File: src/hdl/rmse_acc_pkg.sv
// ----------------------------------------------------------------------------
// rmse accumulator package
// word types and fixed widths shared by the lanes, the root unit and the top
// ----------------------------------------------------------------------------
`default_nettype none

package rmse_acc_pkg;

    localparam int LANES  = 4;
    localparam int IN_W   = 24;
    localparam int OUT_W  = 25;
    localparam int SQ_W   = 2 * IN_W;
    localparam int SUM_W  = 63;
    localparam int ROOT_W = 32;

    typedef logic signed [IN_W-1:0] t_coord;
    typedef logic [SUM_W-1:0]       t_sum;
    typedef logic [OUT_W-1:0]       t_rmse;

    typedef struct packed {
        logic signed [IN_W-1:0] est_px;
        logic signed [IN_W-1:0] est_py;
        logic signed [IN_W-1:0] est_vx;
        logic signed [IN_W-1:0] est_vy;
        logic signed [IN_W-1:0] true_px;
        logic signed [IN_W-1:0] true_py;
        logic signed [IN_W-1:0] true_vx;
        logic signed [IN_W-1:0] true_vy;
        logic                   last_pair;
    } t_in;

    typedef struct packed {
        logic [OUT_W-1:0] rmse_px;
        logic [OUT_W-1:0] rmse_py;
        logic [OUT_W-1:0] rmse_vx;
        logic [OUT_W-1:0] rmse_vy;
        logic             saturated;
    } t_out;

    typedef struct packed {
        logic start;
        logic clear;
    } t_lane_ctl;

endpackage

`default_nettype wire

File: src/hdl/rmse_acc_dsq.sv
// ----------------------------------------------------------------------------
// rmse accumulator divide and root unit
// restoring divide of a lane sum by the count, then digit-by-digit floor root
// ----------------------------------------------------------------------------
`default_nettype none

module rmse_acc_dsq #(
    parameter int CW = 13
) (
    input  wire logic               i_clk,
    input  wire logic               i_rst_n,
    input  wire logic               i_start,
    input  wire rmse_acc_pkg::t_sum i_sum,
    input  wire logic [CW-1:0]      i_div,
    output logic                    o_done,
    output rmse_acc_pkg::t_rmse     o_root
);
    import rmse_acc_pkg::*;

    localparam int NUM_W  = 2 * ROOT_W;
    localparam int SR_W   = ROOT_W + 4;
    localparam int STEP_W = $clog2(SUM_W);

    localparam logic [1:0] S_IDLE = 2'd0;
    localparam logic [1:0] S_DIV  = 2'd1;
    localparam logic [1:0] S_SQRT = 2'd2;

    logic [1:0]        r_state;
    logic [STEP_W-1:0] r_step;
    logic              r_done;
    logic [NUM_W-1:0]  r_num;
    logic [CW-1:0]     r_den;
    logic [CW-1:0]     r_rem;
    logic [SR_W-1:0]   r_srem;
    logic [ROOT_W-1:0] r_root;

    logic [CW:0]       w_dsh;
    logic [CW:0]       w_dsub;
    logic              w_dge;
    logic [SR_W-1:0]   w_ssh;
    logic [SR_W-1:0]   w_trial;
    logic              w_sge;

    assign w_dsh   = {r_rem, r_num[SUM_W-1]};
    assign w_dge   = w_dsh >= {1'b0, r_den};
    assign w_dsub  = w_dsh - {1'b0, r_den};
    assign w_ssh   = {r_srem[SR_W-3:0], r_num[NUM_W-1:NUM_W-2]};
    assign w_trial = SR_W'({r_root, 2'b01});
    assign w_sge   = w_ssh >= w_trial;

    assign o_done = r_done;
    assign o_root = r_root[OUT_W-1:0];

    always_ff @(posedge i_clk) begin
        if (!i_rst_n) begin
            r_state <= S_IDLE;
            r_step  <= '0;
            r_done  <= 1'b0;
        end else begin
            r_done <= 1'b0;
            unique case (r_state)
                S_IDLE: begin
                    if (i_start) begin
                        r_state <= S_DIV;
                        r_step  <= '0;
                    end
                end
                S_DIV: begin
                    if (r_step == STEP_W'(SUM_W - 1)) begin
                        r_state <= S_SQRT;
                        r_step  <= '0;
                    end else begin
                        r_step <= r_step + 1'b1;
                    end
                end
                S_SQRT: begin
                    if (r_step == STEP_W'(ROOT_W - 1)) begin
                        r_state <= S_IDLE;
                        r_done  <= 1'b1;
                    end else begin
                        r_step <= r_step + 1'b1;
                    end
                end
                default: begin
                    r_state <= S_IDLE;
                end
            endcase
        end
    end

    always_ff @(posedge i_clk) begin
        if (r_state == S_IDLE && i_start) begin
            r_num  <= NUM_W'(i_sum);
            r_den  <= i_div;
            r_rem  <= '0;
            r_srem <= '0;
            r_root <= '0;
        end else if (r_state == S_DIV) begin
            r_rem              <= w_dge ? w_dsub[CW-1:0] : w_dsh[CW-1:0];
            r_num[SUM_W-1:0]   <= {r_num[SUM_W-2:0], w_dge};
        end else if (r_state == S_SQRT) begin
            r_srem <= w_sge ? (w_ssh - w_trial) : w_ssh;
            r_root <= {r_root[ROOT_W-2:0], w_sge};
            r_num  <= {r_num[NUM_W-3:0], 2'b00};
        end
    end

endmodule

`default_nettype wire

File: config.mk
export PLATFORM = sky130hd
export DESIGN_NAME = rmse_acc_dsq
export DESIGN_NICKNAME = d
export VERILOG_FILES = /design/src/hdl/rmse_acc_pkg.sv /design/src/hdl/rmse_acc_dsq.sv
export SDC_FILE = /design/constraint.sdc
export NUM_CORES = 1
export LEC_CHECK = 0
export BUFFER_PORTS_ARGS = -buffer_cell sky130_fd_sc_hd__buf_2
export CAP_MARGIN = 40
export CORE_ASPECT_RATIO = 1.5
export CORE_MARGIN = 2
export CORE_UTILIZATION = 60
export DETAILED_ROUTE_END_ITERATION = 10
export GPL_ROUTABILITY_DRIVEN = 0
export GPL_TIMING_DRIVEN = 0
export PLACE_DENSITY = 0.81
export SETUP_SLACK_MARGIN = 0.5
export SYNTH_ARGS = -nofsm -noshare
export SYNTH_HDL_FRONTEND = slang
export SYNTH_SLANG_ARGS = --single-unit
export TNS_END_PERCENT = 100
File: constraint.sdc
create_clock -name i_clk -period 4.3 [get_ports i_clk]
set_clock_uncertainty 0.1 [all_clocks]
set_input_delay 0.86 -clock i_clk [delete_from_list [all_inputs] [get_ports i_clk]]
set_output_delay 0.86 -clock i_clk [all_outputs]
set_load 0.01 [all_outputs]
==> results.sh <==
export IMPL_first_iter_violations=682
export IMPL_hpwl_um=18600
export IMPL_clkSinkCount=165
export IMPL_antenna_left=0
export IMPL_grt_pass1_vias=8828
export IMPL_seq_area_frac_synth=0.409
export IMPL_hold_path_class="register to register"
export IMPL_synth_most_common_cell="nor2_1"
export IMPL_finalSetupViolations=0
export IMPL_top_layer_used="met4"
export IMPL_num_rows=57
export IMPL_postCtsSetupBuffers=0
export IMPL_diodes=0
export IMPL_clock_fmax_ghz=0.292
export IMPL_cts_repair_resized=0
export IMPL_overflow=0
export IMPL_wl_um=25600
export IMPL_wl_per_cell_um=17.6
export IMPL_syn_inst=1114
export IMPL_grt_max_degree=35
export IMPL_leakage_uw=0.00477
export IMPL_ys_top_cells_by_count="nor2_1, dfxtp_1, edfxtp_1"
export IMPL_fill_cells=1293
export IMPL_seqPwrFrac=0.284
export IMPL_rsz0062_at_grt="false"
export IMPL_synth_edff_count=76
export IMPL_grt_pass1_wl_um=40700
export IMPL_dominantRegCellSynth="dfxtp_1"
export IMPL_multi_input_area_um2=5150
export IMPL_synthTopCellsByArea="edfxtp_1, dfxtp_1, nor2_1"
export IMPL_die_width_um=109
export IMPL_start_kind="register"
export IMPL_clkLatencyLatePin_ps=440
export IMPL_cts_path_max_buffers=2
export IMPL_met1_length_um=9570
export IMPL_fp_dieH_um=162
export IMPL_required_ps=4500
export IMPL_min_period_ps=3430
export IMPL_ctsRootBufferMaster="clkbuf_16"
export IMPL_yosys_area_top_type="edfxtp_1"
export IMPL_drt_drc_violations_left=0
export IMPL_finalMaxSlewViolations=0
export IMPL_viasPerCell=6.12
export IMPL_grt_usage=0.293
export IMPL_area_growth_pct=14.0
export IMPL_clk_pin_slew_ps=70
export IMPL_tightest_slew_ps=794
export IMPL_slew_headroom=0.470
export IMPL_initial_utilization=0.613
export IMPL_core_region_area_um2=16200
export IMPL_switchingPower_uw=4380
export IMPL_comb_power_share=0.558
export IMPL_yosysUniqueCellTypes=71
export IMPL_clkPwrFrac=0.158
export IMPL_num_nets_final=1372
export IMPL_asyncSetResetFlopFracSynth=0
export IMPL_worstPathMaxFanout=10
export IMPL_firstDrtPassIters=5
export IMPL_yosys_register_bits=165
export IMPL_synth_warnings=0
export IMPL_antenna_found_initial=0
export IMPL_syn_nets=1247
export IMPL_port_buffer_count=104
export IMPL_intPower_uw=5350
export IMPL_status="completed"
export IMPL_critPathArrivalTime_ps=3630
export IMPL_drive_gt1_frac=0.158
export IMPL_routed_wl_met3_um=1460
export IMPL_io_pins=105
export IMPL_finalPower_uw=9730
export IMPL_p_per_area_nw_per_um2=859
export IMPL_fin_crit_sh=0.797
export IMPL_cts_made_buffers=17
export IMPL_hold_viol_final=0
export IMPL_switching_share=0.450
export IMPL_wl_met2_um=13400
export IMPL_die_area_um2=17600
export IMPL_num_vias=8928
export IMPL_seq_area_um2=4060
export IMPL_crit_path_end_kind="register"
export IMPL_synth_top_area_share=0.230
export IMPL_maxCapViolCount=0
export IMPL_tritoncts="yes"
export IMPL_peakVddDrop_v=0.000528
export IMPL_avgSynthCellArea_um2=8.91
export IMPL_synth_area_um2=9930
export IMPL_finalSetupTns_ps=0
export IMPL_h_tree_depth=4
export IMPL_crit_type="register to register"
export IMPL_cts_hold_buf=0
==> through the flow <==
stage / setup WS, ps / utilization / cells / hold WS (ps) / instance area [um^2]
finish: 873 / 0.700 / 1458 / 398 / 11300
global route: 595 / 0.700 / 1458 / 431 / 11300
CTS: 916 / 0.700 / 1458 / 391 / 11300
detailed placement: 957 / 0.664 / 1426 / 382 / 10700
global placement: 204 / 0.661 / 1424 / 371 / 10700
floorplan: 1090 / - / 1114 / 358 / 9930
==> sequential cells by signal (all words and copies together), names as in the netlist <==
signal   cells
o_done       1
r_den       13
r_num       64
r_rem       13
r_root      32
r_srem      34
r_state      2
r_step       6
==> per-layer routing <==
layer  track usage  vias up
met5             0        -
met4         0.160        0
met3        0.0488      106
met2         0.527      342
met1         0.319     4225
li1              -     4255
==> final cells by class <==
type,instances,area share
Multi-Input combinational cell,790,0.455
Sequential cell,165,0.359
Timing Repair Buffer,106,0.0490
Buffer,97,0.0429
Clock buffer,18,0.0379
Tap cell,206,0.0228
Inverter,62,0.0205
Clock inverter,14,0.0134
==> worst max-delay path, stage by stage (launching register included) <==
cell       delay (ps)
edfxtp_1          440
inv_1             140
ha_1              250
fa_1              400
nor2b_1           150
o21ai_1           100
a21oi_1           240
o31ai_1           100
o2bb2ai_1         210
a31oi_1           180
a211o_1           140
buf_2             190
buf_2             350
mux2i_1           240
a21oi_1            80
==> placed cells by master, fill, tap and decap left out, types with 5 or more instances in the layout <==
cell,synthesis,routed
nor2_1,219,219
buf_2,13,117
dfxtp_1,89,89
edfxtp_1,76,76
a21oi_1,73,73
inv_1,62,62
a221oi_1,62,62
mux2i_1,55,55
clkbuf_1,53,54
ha_1,53,53
nand2_1,49,49
o21ai_0,45,45
buf_4,26,26
a21o_1,23,23
xor2_1,19,19
xnor2_1,19,19
nor3_1,18,18
a211oi_1,17,17
clkbuf_16,0,17
nand3_1,16,16
nor2b_1,9,9
nand4_1,9,9
o21a_1,7,7
and3_1,7,7
o211ai_1,7,7
a31oi_1,5,5
nand2b_1,5,5
==> cell families (layout without fill, tap and decap cells) <==
family,Yosys count,after routing,share of synthesized area
fa+ha+maj,54,54,0.0688
simple gates,353,353,0.155
flops,165,165,0.409
mux,59,59,0.0600
compound gates,286,286,0.201
xor+xnor,38,38,0.0335
buf+inv,159,297,0.0723
==> path summary, 6_finish.rpt <==
| path | slack [ps] | depth (start not counted) | startpoint | end |
|---|---|---|---|---|
| max | 870 | 14 | r_num[62] | r_rem[6] |
| min | 400 | 2 | r_srem[33] | r_srem[33] |
| max reg2reg | 870 | 14 | r_num[62] | r_rem[6] |
| min reg2reg | 400 | 2 | r_srem[33] | r_srem[33] |
==> power groups by stage <==
stage / Sequential, uW / Combinational, uW / Clock [uW]
after global placement: 2770 / 5120 / 0
after detailed placement: 2770 / 5270 / 0
after floorplan: 2670 / 4070 / 0
after CTS: 2750 / 5340 / 1540
after global routing: 2810 / 5930 / 1600
final: 2770 / 5430 / 1530
Power figures use the tool's default switching activity.
