**src/hdl/rmse_acc_pkg.sv**
```systemverilog
// ----------------------------------------------------------------------------
// rmse accumulator package
// word types and fixed widths shared by the lanes, the root unit and the top
// ----------------------------------------------------------------------------
`default_nettype none

package rmse_acc_pkg;

    localparam int LANES  = 4;
    localparam int IN_W   = 24;
    localparam int OUT_W  = 25;
    localparam int SQ_W   = 2 * IN_W;
    localparam int SUM_W  = 63;
    localparam int ROOT_W = 32;

    typedef logic signed [IN_W-1:0] t_coord;
    typedef logic [SUM_W-1:0]       t_sum;
    typedef logic [OUT_W-1:0]       t_rmse;

    typedef struct packed {
        logic signed [IN_W-1:0] est_px;
        logic signed [IN_W-1:0] est_py;
        logic signed [IN_W-1:0] est_vx;
        logic signed [IN_W-1:0] est_vy;
        logic signed [IN_W-1:0] true_px;
        logic signed [IN_W-1:0] true_py;
        logic signed [IN_W-1:0] true_vx;
        logic signed [IN_W-1:0] true_vy;
        logic                   last_pair;
    } t_in;

    typedef struct packed {
        logic [OUT_W-1:0] rmse_px;
        logic [OUT_W-1:0] rmse_py;
        logic [OUT_W-1:0] rmse_vx;
        logic [OUT_W-1:0] rmse_vy;
        logic             saturated;
    } t_out;

    typedef struct packed {
        logic start;
        logic clear;
    } t_lane_ctl;

endpackage

`default_nettype wire

```
**src/hdl/rmse_acc_lane.sv**
```systemverilog
// ----------------------------------------------------------------------------
// rmse accumulator lane
// difference, registered square and saturating square-sum for one component
// ----------------------------------------------------------------------------
`default_nettype none

module rmse_acc_lane (
    input  wire logic                 i_clk,
    input  wire logic                 i_rst_n,
    input  wire logic                 i_en,
    input  wire logic                 i_clear,
    input  wire rmse_acc_pkg::t_coord i_est,
    input  wire rmse_acc_pkg::t_coord i_true,
    output rmse_acc_pkg::t_sum        o_sum,
    output logic                      o_clip
);
    import rmse_acc_pkg::*;

    logic signed [IN_W:0] w_diff;
    logic signed [IN_W:0] w_neg;
    logic [IN_W-1:0]      w_mag;
    logic [SUM_W:0]       w_add;
    logic [SQ_W-1:0]      r_sq;
    logic                 r_en;
    t_sum                 r_sum;

    assign w_diff = {i_est[IN_W-1], i_est} - {i_true[IN_W-1], i_true};
    assign w_neg  = -w_diff;
    assign w_mag  = w_diff[IN_W] ? w_neg[IN_W-1:0] : w_diff[IN_W-1:0];
    assign w_add  = {1'b0, r_sum} + (SUM_W+1)'(r_sq);
    assign o_clip = r_en & w_add[SUM_W];
    assign o_sum  = r_sum;

    always_ff @(posedge i_clk) begin
        r_sq <= SQ_W'(w_mag) * SQ_W'(w_mag);
    end

    always_ff @(posedge i_clk) begin
        if (!i_rst_n) begin
            r_en  <= 1'b0;
            r_sum <= '0;
        end else begin
            r_en <= i_en;
            if (i_clear) begin
                r_sum <= '0;
            end else if (r_en) begin
                r_sum <= w_add[SUM_W] ? '1 : w_add[SUM_W-1:0];
            end
        end
    end

endmodule

`default_nettype wire

```
**config.mk**
```make
export PLATFORM = sky130hd
export DESIGN_NAME = rmse_acc_lane
export DESIGN_NICKNAME = d
export VERILOG_FILES = /design/src/hdl/rmse_acc_pkg.sv /design/src/hdl/rmse_acc_lane.sv
export SDC_FILE = /design/constraint.sdc
export NUM_CORES = 1
export LEC_CHECK = 0
export ABC_CLOCK_PERIOD_IN_PS = 16700
export BUFFER_PORTS_ARGS = -buffer_cell sky130_fd_sc_hd__buf_4
export CAP_MARGIN = 20
export CORE_ASPECT_RATIO = 1.4
export CORE_UTILIZATION = 65
export CTS_BUF_LIST = sky130_fd_sc_hd__clkbuf_2
export DETAILED_ROUTE_END_ITERATION = 12
export PLACE_DENSITY = 0.84
export SLEW_MARGIN = 0
export SYNTH_ARGS = -nofsm -noshare
export SYNTH_HDL_FRONTEND = slang
export SYNTH_SLANG_ARGS = --single-unit
```
**constraint.sdc**
```tcl
create_clock -name i_clk -period 16.7 [get_ports i_clk]
set_input_delay 3.34 -clock i_clk [delete_from_list [all_inputs] [get_ports i_clk]]
set_output_delay 3.34 -clock i_clk [all_outputs]
set_load 0.03 [all_outputs]
```
==> results of run 1 <==
-- how the worst max path moves through the flow --
stage / from / to / cells past startpoint
final: i_est[0] / r_sq[47]$_DFF_P_ / 37
after global routing: i_est[11] / r_sq[47]$_DFF_P_ / 35
after CTS: i_est[0] / r_sq[47]$_DFF_P_ / 37
after detailed placement: i_est[0] / r_sq[47]$_DFF_P_ / 37
after global placement: i_est[0] / r_sq[47]$_DFF_P_ / 37
after floorplan: i_est[0] / r_sq[47]$_DFF_P_ / 36
-- worst max-delay path, delay by kind of cell --
kind	cells	cell delay (ns)
fa+ha+maj	10	4.52
simple gates	2	0.45
compound gates	15	3.79
buf+inv	8	0.93
xor+xnor	2	1.04
-- registers in the layout, indices dropped and copies added (netlist names) --
| signal | count |
|---|---|
| o_sum | 63 |
| r_en | 1 |
| r_sq | 47 |
-- through the flow --
step / utilization (%) / area, um^2 / hold slack [ns] / cells
after floorplan: - / 24200 / 0.589 / 2755
after global routing: 69.6 / 25500 / 0.555 / 3290
after global placement: 69.2 / 25400 / 0.461 / 3272
after CTS: 69.6 / 25500 / 0.526 / 3289
after detailed placement: 69.2 / 25400 / 0.483 / 3273
final: 69.6 / 25500 / 0.523 / 3290
-- cell usage in the layout (no fill, tap or decap), types with 8 or more instances in the layout --
master    Yosys  routed
ha_1        243     243
nand4_1      20      20
nand2_1     198     198
fa_1        423     423
o21a_1       15      15
nand2b_1     27      27
clkbuf_2      0       9
o21ai_0     112     112
a21oi_1     173     173
and3_1       18      18
inv_2        16      16
dfxtp_1     111     111
o31ai_1       8       8
nor2_1      238     238
o21bai_1     27      27
nor2b_1      13      12
a21o_1       59      59
nor2_2       10      10
xor2_1       51      50
and2_1       12      12
buf_4         5     139
nand3_1      33      33
nand2_2       8       8
a31oi_1      12      12
or3_1        10      10
xnor2_1      76      76
nor3_1       16      16
inv_1       569     569
-- logic make-up (layout without fill, tap and decap cells) --
family | after synthesis | in the layout
DFF | 111 | 111
xor gates and xnor gates | 140 | 140
AOI/OAI and AO/OA | 512 | 512
buffers and inverters | 675 | 742
other | 0 | 1
adders and majority gates | 666 | 666
muxes | 4 | 4
and+or+nand+nor | 647 | 647
-- cell type report --
| type | instances | area, um^2 |
|---|---|---|
| Antenna cell | 1 | 2.50 |
| Clock buffer | 9 | 45.0 |
| Clock inverter | 7 | 87.6 |
| Fill cell | 2856 | 11200 |
| Inverter | 586 | 2200 |
| Multi-Input combinational cell | 1969 | 19300 |
| Sequential cell | 111 | 2220 |
| Tap cell | 467 | 584 |
| Timing Repair Buffer | 140 | 1050 |
-- per-layer routing --
metal / up-vias / track usage (%) / part of all wire (%)
met1: 9438 / 39.1 / 37
met4: 0 / 20.2 / 6.4
met3: 264 / 4.47 / 6.5
met2: 835 / 59.8 / 50
met5: - / 0 / 0
li1: 8866 / - / -
==> out/qor.txt, run 1 <==
Die H - 230 um
#FFs+latches synth - 111
Vias in the first global route - 21.0k
# IOs - 116
Root buf cell - clkbuf_2
Synth top area share - 35.0%
CTS tree - built
Initial antenna violation count - 1
Worst r2r path cells - 13
Slew @ Worst Pin - 0.996 ns
Hold Startpoint - o_sum[62]$_SDFFE_PP0P_
Syn Std Cell Area - 0.0242 mm^2
Vias - 19.4k
Clock transition at path regs - 0.35 ns
Required time of the worst setup path - 17.33 ns
Yosys cell types - 104
Most numerous cell in the Yosys netlist - inv_1
CTS Buffer Depth - 2
Setup WS pre-CTS - 2.52 ns
Seq/Total Area, Yosys - 9.19%
IO buf count - 115
HP Class - reg -> reg
Cts hold-fix bufs - 0
Number of flops mapped to enable cells by yosys - 0
R2r endpoint - o_sum[37]$_SDFFE_PP0P_
Status - finished clean
Max Cap Viol - 0
Setup Skew - 0.0418 ns
Largest cells by area after synthesis - fa_1 35%, ha_1 13%, dfxtp_1 9.2%
Rel. slew slack - 33.6%
Mapped Cells - 2755
Largest incremental delay on the critical path - 0.64 ns
First-pass DRT Iterations - 6
CP arrival - 14.07 ns
Simple-gate area share of the yosys netlist - 12.4%
Post-CTS Setup Bufs - 0
CP Max Fanout - 16
Reg2Reg Setup Slack - 12.27 ns
Reg-to-reg startpoint - o_sum[2]$_SDFFE_PP0P_
Proportion of synthesized area in mux cells - 0.171%
Synth Area in Adders - 47.6%
Pins Over Slew Limit - 0
Initial drt markers - 1505
Fmax - 74.4 MHz
Synth Area in Compound Gates - 14.0%
Area growth, synth to finish - 5.46%
Setup repair after global routing missed its margin - false
Final setup fails - 0
Period utilization - 80.4%
Die ar. - 0.0380 mm^2
DRC Markers - 0
Worst hold stages - 1
Largest net degree at the start of global routing - 57
CTS H-tree depth - 3
Nets - 3535
Crit path capture type - flop
All-Layer GR Usage - 34.1%
Largest family of logic cells by synthesized area - adder cells
Starting Density - 66.0%
Share of layout cells above drive strength 1 - 9.04%
Core Footprint - 0.0367 mm^2
Final GP Congestion - 0.972
Crit Path Category - in -> reg
Warnings from Yosys - 0
Global-route wire length before repair - 101 mm
Drt wl/cell - 18.8 um
Critical Path Source Type - input port
Synthesized Nets - 3473
Final ANT Viol Nets - 0
Row count - 83
Post-synth top cells - 569 x inv_1, 423 x fa_1, 243 x ha_1, 238 x nor2_1, 198 x nand2_1
Post-DR vias/cell - 5.90
Final setup TNS - 0 ns
Async SR Flop Fraction - 0%
Clock sink count - 111
Syn Area/Cell - 8.78 um^2
WHS Endpoint - o_sum[62]$_SDFFE_PP0P_
Dominant synthesized flop cell - dfxtp_1
Final HPWL DP - 51.5 mm
Post-Synth XOR/XNOR Area - 5.64%
Largest area contributor in the netlist - fa_1
Final worst path period need - 13.43 ns
Clock Latency Late Sink - 0.73 ns
Min setup slack post-route - 3.27 ns
GR Overflow Total - 0
Crit-path most repeated cell - fa_1
Final hold violations - 0
Critical Path Slowest Stage Cell - xor2_1
Chip width - 165 um
Overall routed net length - 61.8 mm
Post-CTS resize count - 0
CTS buffer count - 9
Power of run 1 is not shown: default switching activity piles up to over one toggle a cycle in this logic, so the estimate is an artifact.
==> run 2, diff against run 1 <==
--- a/config.mk
+++ b/config.mk
@@ -5,14 +5,15 @@
 export SDC_FILE = /design/constraint.sdc
 export NUM_CORES = 1
 export LEC_CHECK = 0
-export ABC_CLOCK_PERIOD_IN_PS = 16700
+export ABC_AREA = 1
+export ABC_CLOCK_PERIOD_IN_PS = 12100
 export BUFFER_PORTS_ARGS = -buffer_cell sky130_fd_sc_hd__buf_4
 export CAP_MARGIN = 20
 export CORE_ASPECT_RATIO = 1.4
-export CORE_UTILIZATION = 65
+export CORE_UTILIZATION = 60
 export CTS_BUF_LIST = sky130_fd_sc_hd__clkbuf_2
 export DETAILED_ROUTE_END_ITERATION = 12
-export PLACE_DENSITY = 0.84
+export PLACE_DENSITY = 0.81
 export SLEW_MARGIN = 0
 export SYNTH_ARGS = -nofsm -noshare
 export SYNTH_HDL_FRONTEND = slang
==> constraint.sdc (replaced) <==
create_clock -name i_clk -period 12.1 [get_ports i_clk]
set_input_delay 2.42 -clock i_clk [delete_from_list [all_inputs] [get_ports i_clk]]
set_output_delay 2.42 -clock i_clk [all_outputs]
set_load 0.03 [all_outputs]
==> run 2 against run 1 <==
Clock skew shrank 0.013 ns. Wire length grew 8.5%. Die area is 14% higher. Register-to-register slack got worse by 3.7 ns. Critical path depth is 7 higher.
==> out/qor.txt, run 2 <==
Post-CTS Setup Bufs - 0 (unchanged)
Syn Area/Cell - 7.61 um^2 (-13%)
Overall routed net length - 67.1 mm (+8.5%)
Post-route cell area - 0.0269 mm^2 (+5.6%)
Post-synth top cells - 798 x inv_1, 531 x nand2_1, 423 x fa_1, 368 x nor2_1, 243 x ha_1
First-pass DRT Iterations - 5 (-1)
Pins Over Slew Limit - 0 (unchanged)
Post-DR vias/cell - 5.48 (-7.1%)
Drt wl/cell - 16.9 um (-10%)
Warnings from Yosys - 0 (unchanged)
#FFs+latches synth - 111 (unchanged)
Crit path capture type - flop
Final ANT Viol Nets - 0 (unchanged)
Setup repair after global routing missed its margin - false
CTS buffer count - 9 (unchanged)
FF+latch area - 0.00222 mm^2 (about the same)
Largest cells by area after synthesis - fa_1 33%, ha_1 12%, inv_1 12%
Crit Path Category - in -> reg
Status - finished clean
Area growth, synth to finish - 5.91%
HP Class - reg -> reg
Final HPWL DP - 57.5 mm (+12%)
Final worst path period need - 11.15 ns
Nets - 4150 (+17%)
Final GP Congestion - 1.04 (+6.6%)
Syn Std Cell Area - 0.0254 mm^2 (+5.2%)
Period utilization - 92.2%
Starting Density - 61.3% (-4.7 points)
Number of flops mapped to enable cells by yosys - 0 (unchanged)
Global-route wire length before repair - 109 mm (+7.5%)
Synthesized Nets - 4059 (+17%)
Rel. slew slack - 35.6% (+1.9 points)
Largest area contributor in the netlist - fa_1
Area post-placement - 0.0268 mm^2 (+5.8%)
Setup Skew - 0.0291 ns (-0.0127 ns)
CTS Buffer Depth - 2 (unchanged)
Critical Path Source Type - input port
Fmax - 89.7 MHz
Die H - 246 um (+6.7%)
CTS H-tree depth - 3 (unchanged)
GR Overflow Total - 0 (unchanged)
Final hold violations - 0 (unchanged)
CP Max Fanout - 25 (+9)
Seq/Total Area, Yosys - 8.74% (-0.45 points)
Largest register FFs - 63 (unchanged)
Row count - 88 (+6.0%)
Combined area of the multi-input logic cells - 0.0197 mm^2 (+2.0%)
# IOs - 116 (unchanged)
Crit-path most repeated cell - nand2_1
Initial antenna violation count - 1 (unchanged)
Largest net degree at the start of global routing - 61 (+7.0%)
Clock Latency Late Sink - 0.68 ns (-0.05 ns)
Root buf cell - clkbuf_2
Vias - 21.8k (+12%)
WHS - 0.539 ns (+0.0167 ns)
Async SR Flop Fraction - 0% (unchanged)
Slew @ Worst Pin - 0.958 ns (-0.0378 ns)
CTS tree - built
Final setup TNS - 0 ns (unchanged)
Required time of the worst setup path - 12.73 ns (-4.60 ns)
IO buf count - 115 (unchanged)
Clock sink count - 111 (unchanged)
Most common cell after layout, fill and taps aside - inv_1
Chip width - 176 um (+6.7%)
Initial drt markers - 1449 (-3.7%)
Die ar. - 0.0432 mm^2 (+14%)
Yosys cell types - 54 (-48%)
All-Layer GR Usage - 32.2% (-1.9 points)
Commonest non-fill, non-tap cells in the layout - 798 x inv_1, 531 x nand2_1, 423 x fa_1
Share of layout cells above drive strength 1 - 8.38% (-0.66 points)
CP arrival - 11.78 ns (-2.29 ns)
Clock transition at path regs - 0.27 ns (-0.08 ns)
Vias in the first global route - 22.5k (+6.8%)
Dominant synthesized flop cell - dfxtp_1
Most numerous cell in the Yosys netlist - inv_1
Synth top area share - 33.3% (-1.7 points)
Largest incremental delay on the critical path - 0.54 ns (-0.10 ns)
Core Footprint - 0.0415 mm^2 (+13%)
Filler cell count - 3631 (+27%)
Critical Path Slowest Stage Cell - fa_1
Max Cap Viol - 0 (unchanged)
Mapped Cells - 3341 (+21%)
Cts hold-fix bufs - 0 (unchanged)
DRC Markers - 0 (unchanged)
Post-CTS resize count - 0 (unchanged)
Final setup fails - 0 (unchanged)
run 2: final timing paths:
check	from	endpoint	slack, ns	cells past startpoint
max	i_est[0]	r_sq[35]$_DFF_P_	0.95	44
min	o_sum[59]$_SDFFE_PP0P_	o_sum[59]$_SDFFE_PP0P_	0.54	2
max reg2reg	o_sum[2]$_SDFFE_PP0P_	o_sum[39]$_SDFFE_PP0P_	8.55	20
min reg2reg	o_sum[59]$_SDFFE_PP0P_	o_sum[59]$_SDFFE_PP0P_	0.54	2
run 2: through the flow:
step	utilization [%]	instances	worst slack [ns]
4_1_cts	64.9	3977	1.11
2_1_floorplan	-	3341	1.93
3_3_place_gp	64.6	3961	0.353
6_report	64.9	3978	0.946
3_5_place_dp	64.6	3961	0.361
5_1_grt	64.9	3978	0.366
run 2: metal layers:
metal | global-route usage (%) | wire [um] | vias up | part of all wire, %
li1 | - | - | 10333 | -
met1 | 34.0 | 23600 | 10258 | 35
met2 | 58.4 | 33700 | 889 | 50
met3 | 4.62 | 4410 | 319 | 6.6
met4 | 22.8 | 5320 | 0 | 7.9
met5 | 0 | 0 | - | 0
run 2: kinds of logic after synthesis:
| logic type | share of synthesized area (%) |
|---|---|
| AO/OA/AOI/OAI | 9.31 |
| adder cells (fa/ha/maj) | 45.2 |
| buffers and inverters | 13.9 |
| flip-flops | 8.74 |
| AND/OR/NAND/NOR | 18.9 |
| XOR/XNOR | 3.98 |
run 2: cell type report:
class                      instances  share of cell area [%]
antenna                            1                 0.00929
inverter                         845                    11.8
clock inverter                     7                   0.237
tap                              540                    2.51
timing repair buffer             141                    3.93
multi-input combinational       2324                    73.1
sequential                       111                    8.25
clock buffer                       9                   0.167
run 2: worst max-delay path: cells and delay by family:
family	cells	cell delay, ns
adders and majority gates	10	4.38
AOI/OAI and AO/OA	2	0.72
buffers and inverters	11	1.13
and+or+nand+nor	20	2.94
xor gates and xnor gates	1	0.14
Power of run 2 is left out for the same reason.
